[src/rtl/zsmd_pkg.sv]
// ----------------------------------------------------------------------------
// zsmd_pkg
// Shared types and constants of the zero-sync motor command deframer.
// ----------------------------------------------------------------------------
package zsmd_pkg;

    localparam int FRAME_BYTES = 10;
    // Bytes kept in the frame store; the check byte is compared on arrival.
    localparam int STORE_BYTES = FRAME_BYTES - 1;
    localparam int IDX_W       = $clog2(STORE_BYTES);
    localparam int CNT_W       = 4;

    localparam int EVENT_W  = 2;
    localparam int PERIOD_W = 16;
    localparam int DIR_W    = 4;

    typedef logic [7:0] t_byte;

    typedef enum logic [1:0] {
        PH_WAIT   = 2'd0,
        PH_FIRST  = 2'd1,
        PH_SECOND = 2'd2,
        PH_FRAME  = 2'd3
    } t_phase;

    typedef enum logic [EVENT_W-1:0] {
        EV_ACCEPT    = 2'd0,
        EV_CHECK_ERR = 2'd1,
        EV_LINK_LOST = 2'd2
    } t_event;

    typedef struct packed {
        t_event              ev;
        logic [PERIOD_W-1:0] period_a;
        logic [PERIOD_W-1:0] period_b;
        logic [PERIOD_W-1:0] period_c;
        logic [PERIOD_W-1:0] period_d;
        logic [DIR_W-1:0]    dir;
    } t_result;

endpackage

[src/rtl/zsmd_front.sv]
// ----------------------------------------------------------------------------
// zsmd_front
// Byte classifier, frame assembler and link watchdog; emits result words.
// ----------------------------------------------------------------------------
module zsmd_front
    import zsmd_pkg::*;
(
    input  logic    i_clk,
    input  logic    i_rst_n,
    input  logic    i_accept,
    input  logic    i_action,
    input  t_byte   i_data_byte,
    output logic    o_res_valid,
    output t_result o_res
);

    t_phase             r_phase, n_phase;
    logic [CNT_W-1:0]   r_count, n_count;
    t_byte              r_xor, n_xor;
    logic               r_link, n_link;
    logic               r_alive, n_alive;
    logic               r_halted, n_halted;
    t_byte              r_frame [STORE_BYTES];

    logic               w_store_en;
    logic [IDX_W-1:0]   w_store_idx;
    logic               w_zero;
    logic               w_last;
    logic               w_check_ok;
    logic               w_live;

    assign w_live      = i_accept && !r_halted;
    assign w_zero      = (i_data_byte == 8'h00);
    assign w_last      = (r_phase == PH_FRAME) && (r_count == CNT_W'(STORE_BYTES));
    assign w_check_ok  = (i_data_byte == r_xor);
    assign w_store_idx = (r_phase == PH_FRAME) ? r_count[IDX_W-1:0] : '0;

    // next state
    always_comb begin
        n_phase    = r_phase;
        n_count    = r_count;
        n_xor      = r_xor;
        n_link     = r_link;
        n_alive    = r_alive;
        n_halted   = r_halted;
        w_store_en = 1'b0;
        if (w_live) begin
            if (i_action) begin
                if (r_link) begin
                    if (!r_alive) begin
                        n_halted = 1'b1;
                    end else begin
                        n_alive = 1'b0;
                    end
                end
            end else begin
                n_link = 1'b1;
                case (r_phase)
                    PH_WAIT: begin
                        if (w_zero) begin
                            n_phase = PH_FIRST;
                        end
                    end
                    PH_FIRST: begin
                        n_phase = w_zero ? PH_SECOND : PH_WAIT;
                    end
                    PH_SECOND: begin
                        if (!w_zero) begin
                            n_phase    = PH_FRAME;
                            n_count    = CNT_W'(1);
                            n_xor      = i_data_byte;
                            w_store_en = 1'b1;
                        end
                    end
                    PH_FRAME: begin
                        if (w_last) begin
                            n_phase = PH_WAIT;
                            n_count = '0;
                            if (w_check_ok) begin
                                n_alive = 1'b1;
                            end
                        end else begin
                            n_count    = r_count + CNT_W'(1);
                            n_xor      = r_xor ^ i_data_byte;
                            w_store_en = 1'b1;
                        end
                    end
                    default: begin
                        n_phase = PH_WAIT;
                    end
                endcase
            end
        end
    end

    // result word
    always_comb begin
        o_res_valid     = 1'b0;
        o_res.ev        = EV_ACCEPT;
        o_res.period_a  = {r_frame[2], r_frame[1]};
        o_res.period_b  = {r_frame[4], r_frame[3]};
        o_res.period_c  = {r_frame[6], r_frame[5]};
        o_res.period_d  = {r_frame[8], r_frame[7]};
        o_res.dir       = r_frame[0][DIR_W-1:0];
        if (w_live) begin
            if (i_action) begin
                if (r_link && !r_alive) begin
                    o_res_valid = 1'b1;
                    o_res.ev    = EV_LINK_LOST;
                end
            end else if (w_last) begin
                o_res_valid = 1'b1;
                o_res.ev    = w_check_ok ? EV_ACCEPT : EV_CHECK_ERR;
            end
        end
    end

    always_ff @(posedge i_clk) begin
        if (!i_rst_n) begin
            r_phase  <= PH_WAIT;
            r_count  <= '0;
            r_link   <= 1'b0;
            r_alive  <= 1'b0;
            r_halted <= 1'b0;
        end else begin
            r_phase  <= n_phase;
            r_count  <= n_count;
            r_link   <= n_link;
            r_alive  <= n_alive;
            r_halted <= n_halted;
        end
    end

    always_ff @(posedge i_clk) begin
        r_xor <= n_xor;
        if (w_store_en) begin
            r_frame[w_store_idx] <= i_data_byte;
        end
    end

endmodule

[src/rtl/zsmd_fifo.sv]
// ----------------------------------------------------------------------------
// zsmd_fifo
// Small result queue between the classifier and the output stage.
// ----------------------------------------------------------------------------
module zsmd_fifo
    import zsmd_pkg::*;
#(
    parameter int DEPTH = 4
) (
    input  logic    i_clk,
    input  logic    i_rst_n,
    input  logic    i_push,
    input  t_result i_wdata,
    output logic    o_full,
    input  logic    i_pop,
    output t_result o_rdata,
    output logic    o_empty
);

    localparam int PTR_W = $clog2(DEPTH);
    localparam int CNT_W = $clog2(DEPTH + 1);

    t_result            r_mem [DEPTH];
    logic [PTR_W-1:0]   r_wptr, n_wptr;
    logic [PTR_W-1:0]   r_rptr, n_rptr;
    logic [CNT_W-1:0]   r_cnt, n_cnt;
    logic               w_wr;
    logic               w_rd;

    assign o_full  = (r_cnt == CNT_W'(DEPTH));
    assign o_empty = (r_cnt == '0);
    assign o_rdata = r_mem[r_rptr];
    assign w_wr    = i_push && !o_full;
    assign w_rd    = i_pop && !o_empty;

    always_comb begin
        n_wptr = r_wptr;
        n_rptr = r_rptr;
        n_cnt  = r_cnt;
        if (w_wr) begin
            n_wptr = (r_wptr == PTR_W'(DEPTH - 1)) ? '0 : r_wptr + PTR_W'(1);
        end
        if (w_rd) begin
            n_rptr = (r_rptr == PTR_W'(DEPTH - 1)) ? '0 : r_rptr + PTR_W'(1);
        end
        if (w_wr && !w_rd) begin
            n_cnt = r_cnt + CNT_W'(1);
        end else if (w_rd && !w_wr) begin
            n_cnt = r_cnt - CNT_W'(1);
        end
    end

    always_ff @(posedge i_clk) begin
        if (!i_rst_n) begin
            r_wptr <= '0;
            r_rptr <= '0;
            r_cnt  <= '0;
        end else begin
            r_wptr <= n_wptr;
            r_rptr <= n_rptr;
            r_cnt  <= n_cnt;
        end
    end

    always_ff @(posedge i_clk) begin
        if (w_wr) begin
            r_mem[r_wptr] <= i_wdata;
        end
    end

endmodule

[src/rtl/zsmd_back.sv]
// ----------------------------------------------------------------------------
// zsmd_back
// Output stage: pulls queued results, clears payload of fault events.
// ----------------------------------------------------------------------------
module zsmd_back
    import zsmd_pkg::*;
(
    input  logic                i_clk,
    input  logic                i_rst_n,
    input  t_result             i_head,
    input  logic                i_head_valid,
    output logic                o_take,
    input  logic                i_pop,
    output logic                o_empty,
    output logic [EVENT_W-1:0]  o_event_res,
    output logic [PERIOD_W-1:0] o_period_a,
    output logic [PERIOD_W-1:0] o_period_b,
    output logic [PERIOD_W-1:0] o_period_c,
    output logic [PERIOD_W-1:0] o_period_d,
    output logic [DIR_W-1:0]    o_direction_bits
);

    logic    r_valid, n_valid;
    t_result r_out, n_out;

    assign o_take = i_head_valid && (!r_valid || i_pop);

    always_comb begin
        n_valid = r_valid;
        n_out   = r_out;
        if (o_take) begin
            n_valid = 1'b1;
            n_out   = i_head;
            if (i_head.ev != EV_ACCEPT) begin
                n_out.period_a = '0;
                n_out.period_b = '0;
                n_out.period_c = '0;
                n_out.period_d = '0;
                n_out.dir      = '0;
            end
        end else if (i_pop) begin
            n_valid = 1'b0;
        end
    end

    always_ff @(posedge i_clk) begin
        if (!i_rst_n) begin
            r_valid <= 1'b0;
        end else begin
            r_valid <= n_valid;
        end
    end

    always_ff @(posedge i_clk) begin
        r_out <= n_out;
    end

    assign o_empty          = !r_valid;
    assign o_event_res      = r_out.ev;
    assign o_period_a       = r_out.period_a;
    assign o_period_b       = r_out.period_b;
    assign o_period_c       = r_out.period_c;
    assign o_period_d       = r_out.period_d;
    assign o_direction_bits = r_out.dir;

endmodule

[src/rtl/zero_sync_motor_command_deframer_core.sv]
// ----------------------------------------------------------------------------
// zero_sync_motor_command_deframer_core
// Motor command deframer with zero-byte preamble sync and link watchdog.
// ----------------------------------------------------------------------------
// Usage:
//   Input queue side: push/full. Each word is a link byte (i_action = 0) or a
//   watchdog tick (i_action = 1). Accepted when push is high and full is low.
//   Output queue side: empty/pop. The oldest result sits on the o_ ports while
//   empty is low and leaves on a cycle with pop high.
//   Two or more zero bytes sync; the next nonzero byte opens a 10-byte frame.
//   The tenth byte closes it with one result: command accepted (periods and
//   directions) or check mismatch. A tick after link traffic with no good
//   frame since the previous tick gives one shutdown result and halts.
// Result path: written to the queue at the accepting edge, then loaded into
//   the output register from the queue head when free (empty or popped).
// Throughput: 1 word per cycle on both sides (in while full is low, out
//   while results are queued); set by the one-word-per-cycle result queue.
// Reset: sync active-low; clears sync state, watchdog, halt and the queue.
//   The frame store is not cleared; each frame rewrites what it reads.
// Receiver stall: results pile up in the QUEUE_DEPTH-entry queue plus the
//   output register; full rises only once the queue is full.
// ----------------------------------------------------------------------------
module zero_sync_motor_command_deframer_core
    import zsmd_pkg::*;
#(
    parameter int QUEUE_DEPTH = 4
) (
    input  logic                i_clk,
    input  logic                i_rst_n,
    // input queue side
    input  logic                push,
    output logic                full,
    input  logic                i_action,
    input  logic [7:0]          i_data_byte,
    // result queue side
    output logic                empty,
    input  logic                pop,
    output logic [EVENT_W-1:0]  o_event_res,
    output logic [PERIOD_W-1:0] o_period_a,
    output logic [PERIOD_W-1:0] o_period_b,
    output logic [PERIOD_W-1:0] o_period_c,
    output logic [PERIOD_W-1:0] o_period_d,
    output logic [DIR_W-1:0]    o_direction_bits
);

    logic    w_accept;
    logic    w_res_valid;
    t_result w_res;
    t_result w_head;
    logic    w_q_empty;
    logic    w_take;

    // Full only depends on queue occupancy, so an accepted word can always
    // drop its result (if any) into the queue in the same cycle.
    assign w_accept = push && !full;

    // Front: sync hunt, frame assembly, running XOR, watchdog.
    zsmd_front u_front (
        .i_clk       (i_clk),
        .i_rst_n     (i_rst_n),
        .i_accept    (w_accept),
        .i_action    (i_action),
        .i_data_byte (i_data_byte),
        .o_res_valid (w_res_valid),
        .o_res       (w_res)
    );

    // Decoupling queue between front and output stage.
    zsmd_fifo #(
        .DEPTH (QUEUE_DEPTH)
    ) u_fifo (
        .i_clk   (i_clk),
        .i_rst_n (i_rst_n),
        .i_push  (w_res_valid),
        .i_wdata (w_res),
        .o_full  (full),
        .i_pop   (w_take),
        .o_rdata (w_head),
        .o_empty (w_q_empty)
    );

    // Back: output register, refilled while the current word is popped.
    zsmd_back u_back (
        .i_clk            (i_clk),
        .i_rst_n          (i_rst_n),
        .i_head           (w_head),
        .i_head_valid     (!w_q_empty),
        .o_take           (w_take),
        .i_pop            (pop),
        .o_empty          (empty),
        .o_event_res      (o_event_res),
        .o_period_a       (o_period_a),
        .o_period_b       (o_period_b),
        .o_period_c       (o_period_c),
        .o_period_d       (o_period_d),
        .o_direction_bits (o_direction_bits)
    );

endmodule

[config.mk]
export PLATFORM = sky130hd
export DESIGN_NAME = zero_sync_motor_command_deframer_core
export DESIGN_NICKNAME = d
export VERILOG_FILES = /design/src/rtl/zsmd_pkg.sv /design/src/rtl/zsmd_front.sv /design/src/rtl/zsmd_fifo.sv /design/src/rtl/zsmd_back.sv /design/src/rtl/zero_sync_motor_command_deframer_core.sv
export SDC_FILE = /design/constraint.sdc
export NUM_CORES = 1
export LEC_CHECK = 0
export ABC_AREA = 0
export ABC_CLOCK_PERIOD_IN_PS = 7180
export BUFFER_PORTS_ARGS = -buffer_cell sky130_fd_sc_hd__buf_2
export CORE_UTILIZATION = 50
export CTS_BUF_LIST = sky130_fd_sc_hd__clkbuf_8
export DETAILED_ROUTE_END_ITERATION = 10
export PLACE_DENSITY = 0.67
export SYNTH_ARGS = -nofsm -noshare
export SYNTH_HDL_FRONTEND = slang
export SYNTH_HIERARCHICAL = 1
export SYNTH_SLANG_ARGS = --single-unit
[constraint.sdc]
create_clock -name i_clk -period 7.18 [get_ports i_clk]
set_input_delay 0.359 -clock i_clk [delete_from_list [all_inputs] [get_ports i_clk]]
set_output_delay 0.359 -clock i_clk [all_outputs]
set_load 0.03 [all_outputs]
==> load_flow_metrics.sql <==
INSERT INTO impl_metrics (metric_group, metric, value, unit) VALUES
('critical_path', 'worst_ep_required', '7.36', 'ns'),
('cts', 'postCtsResizedCells', '0', ''),
('logic_synthesis', 'synthCells', '757', ''),
('logic_synthesis', 'ys_ff_latch', '445', ''),
('detailed_routing', 'routed_wl', '28000', 'um'),
('timing', 'rsz0062_at_grt', 'false', ''),
('detailed_routing', 'dr.pass1.iters', '5', ''),
('global_routing', 'grt_max_degree', '72', ''),
('flow_run', 'cap_violations', '0', ''),
('global_routing', 'grt_pass1_vias', '7551', ''),
('logic_synthesis', 'postSynth.asyncResetShare', '0', ''),
('detailed_routing', 'routed-via-count', '7238', ''),
('critical_path', 'critPathArrivalTime', '3.85', 'ns'),
('critical_path', 'timing.setup.critical_path_class', 'reg2reg', ''),
('placement', 'post-place-cells', '1257', ''),
('critical_path', 'worstSetupEndpoint', 'u_fifo/r_mem[1][26]', ''),
('critical_path', 'crit_fanout', '53', ''),
('cts', 'clock_sink_count', '445', ''),
('detailed_routing', 'drc_errors', '0', ''),
('critical_path', 'crit_path_max_incr_delay', '0.74', 'ns'),
('timing', 'post_route_setup_tns', '0', 'ns'),
('detailed_routing', 'route.detailed.vias_per_inst', '5.23', ''),
('global_routing', 'groute.usage.overall', '0.174', ''),
('logic_synthesis', 'synth_area_leader_cell', 'edfxtp_1', ''),
('placement', 'dpl.hpwl', '15100', 'um'),
('power_and_ir_drop', 'ir_drop_worst_case_vdd', '253', 'uV'),
('logic_synthesis', 'ys_types', '48', ''),
('floorplan', 'design.portCount', '85', ''),
('global_routing', 'grt_first_pass_wirelength', '42800', 'um'),
('min_path', 'min_path_type', 'in2reg', ''),
('final_layout', 'layout.cell_area.non_filler', '18500', 'um2'),
('final_layout', 'layout.cells.non_filler', '1383', ''),
('critical_path', 'start_kind', 'flip-flop', ''),
('floorplan', 'die-width', '183', 'um'),
('logic_synthesis', 'synth-edff-count', '426', ''),
('floorplan', 'design.die.area', '33500', 'um2'),
('logic_synthesis', 'syn-num-nets', '779', ''),
('critical_path', 'critPathLaunch', 'u_fifo/r_cnt[0]', ''),
('timing', 'timing.clock.skew', '0.0250', 'ns'),
('critical_path', 'worstSetupEndpointType', 'flip-flop', ''),
('final_layout', 'mostFrequentLayoutCells', 'edfxtp_1 (426), buf_2 (84), clkbuf_8 (74)', ''),
('critical_path', 'critical_path.reg2reg.startpoint', 'u_fifo/r_cnt[0]', ''),
('final_layout', 'layout-area-overhead-vs-synth', '12.8', '%'),
('power_and_ir_drop', 'power_per_cell_area', '295', 'nW/um2'),
('critical_path', 'reg2reg_depth', '8', ''),
('logic_synthesis', 'netlist.area_leader.share', '0.780', ''),
('final_layout', 'fill_cell_total_of_the_finished_layout', '2394', ''),
('final_layout', 'layout_commonest_cell', 'edfxtp_1', ''),
('floorplan', 'rows', '65', ''),
('cts', 'cts_tree', 'yes', ''),
('power_and_ir_drop', 'cellLeakagePower', '6.09', 'nW'),
('timing', 'layout_worst_path_cycle_share', '0.510', ''),
('timing', 'maximum_operating_frequency', '0.273', 'GHz'),
('cts', 'clkLatencyLatePin', '0.57', 'ns'),
('placement', 'globalplace.congestion', '0.764', ''),
('cts', 'cts-hold-fix-buffers', '0', ''),
('floorplan', 'coreArea', '31900', 'um2'),
('final_layout', 'final_core_util', '0.580', ''),
('logic_synthesis', 'yosysSeqAreaShare', '0.803', ''),
('floorplan', 'chipHeight', '183', 'um'),
('cts', 'clock_path_buffers', '3', ''),
('timing', 'timing_worst_slew_pin_value', '1.12', 'ns'),
('timing', 'final-max-slew-violation-count', '0', ''),
('run_status', 'status', 'completed', ''),
('final_layout', 'final_nets', '916', ''),
('critical_path', 'critical_path.cell_chain', 'nor3b_2 > nor2b_4 > nor3b_1 > nand3_1 > o21ai_0 > nor2b_1 > and2_2 > buf_4', ''),
('critical_path', 'crit_slowest_cell', 'buf_4', ''),
('timing', 'hold_violations', '0', ''),
('min_path', 'hold_path.startpoint', 'pop', ''),
('placement', 'count_of_input_and_output_buffers', '84', ''),
('cts', 'clk_transition_reported_paths', '0.06', 'ns');
[critical path: cells and delay by family (launching register included)]
family	cells	cell delay, ns
and+or+nand+nor	6	1.96
buffers and inverters	1	0.74
DFF	1	0.44
AOI/OAI and AO/OA	1	0.11
[metrics by stage]
step / setup WS (ns) / hold WS [ns] / power [mW]
2_1_floorplan: 1.58 / 0.440 / 3.42
3_3_place_gp: 3.58 / 0.465 / 3.54
3_5_place_dp: 3.48 / 0.473 / 3.55
4_1_cts: 3.45 / 0.118 / 5.53
5_1_grt: 3.19 / 0.154 / 5.66
6_report: 3.52 / 0.163 / 5.46
[logic make-up after synthesis]
family                     after synthesis  share of synthesized area
adders and majority gates                9                    0.00732
and+or+nand+nor                        154                     0.0548
muxes                                   74                     0.0986
AOI/OAI and AO/OA                       20                    0.00771
DFF                                    445                      0.803
buffers and inverters                   36                     0.0184
xor gates and xnor gates                19                     0.0101
[cells in the mapped netlist (2+ instances only)]
cell type	count
a21oi_1	4
and2_1	58
and2_2	17
buf_12	7
buf_2	8
buf_6	2
buf_8	2
clkbuf_1	4
clkbuf_2	4
dfxtp_1	19
edfxtp_1	426
ha_1	8
inv_1	8
mux2i_1	4
mux4_2	70
nand2_1	23
nand2b_1	4
nand3_1	5
nand3b_1	3
nand4_1	2
nand4b_1	2
nor2_1	18
nor2b_1	4
nor3_1	6
o21ai_0	7
or3_1	2
or4_1	2
xnor2_1	17
xor2_1	2
[layer usage]
| metal | wire [um] | global-route usage |
|---|---|---|
| met1 | 12200 | 0.235 |
| met2 | 13800 | 0.282 |
| met3 | 1530 | 0.0306 |
| met4 | 574 | 0.0723 |
| met5 | 0 | 0 |
[state kept, by name (all words and copies together), names as in the netlist, named ones only]
signal and flops:
u_back/o_event_res 2, u_back/o_direction_bits 4, u_front/r_alive 1, u_back/r_valid 1
u_back/o_period_d 16, u_fifo/r_mem 280, u_fifo/r_cnt 3, u_front/r_count 4
u_front/r_frame 68, u_front/r_halted 1, u_back/o_period_a 16, u_fifo/r_rptr 2
u_front/r_xor 8, u_back/o_period_b 16, u_fifo/r_wptr 2, u_front/r_phase 1
u_back/o_period_c 16, u_front/r_link 1
[worst min path at each step]
stage               cells past startpoint              to  slack, ns
global placement                        2  u_front/r_link       0.46
detailed placement                      2  u_front/r_link       0.47
CTS                                     4  u_front/r_link       0.12
finish                                  3  u_back/r_valid       0.16
floorplan                               2  u_front/r_link       0.44
global route                            3  u_back/r_valid       0.15
[layout make-up]
class	count	area [um2]	area share
Clock buffer	74	1020	0.0551
Clock inverter	52	294	0.0159
Inverter	8	30.0	0.00162
Multi-Input combinational cell	276	2950	0.159
Sequential cell	445	13200	0.712
Tap cell	435	544	0.0294
Timing Repair Buffer	93	488	0.0264
[report_power, final]
group	total [mW]	switching [mW]	internal, mW
clock network	1.98	0.921	1.06
registers	3.00	0.0403	2.96
logic	0.482	0.341	0.141
total	5.46	1.30	4.16
(Power assumes the default switching activity.)
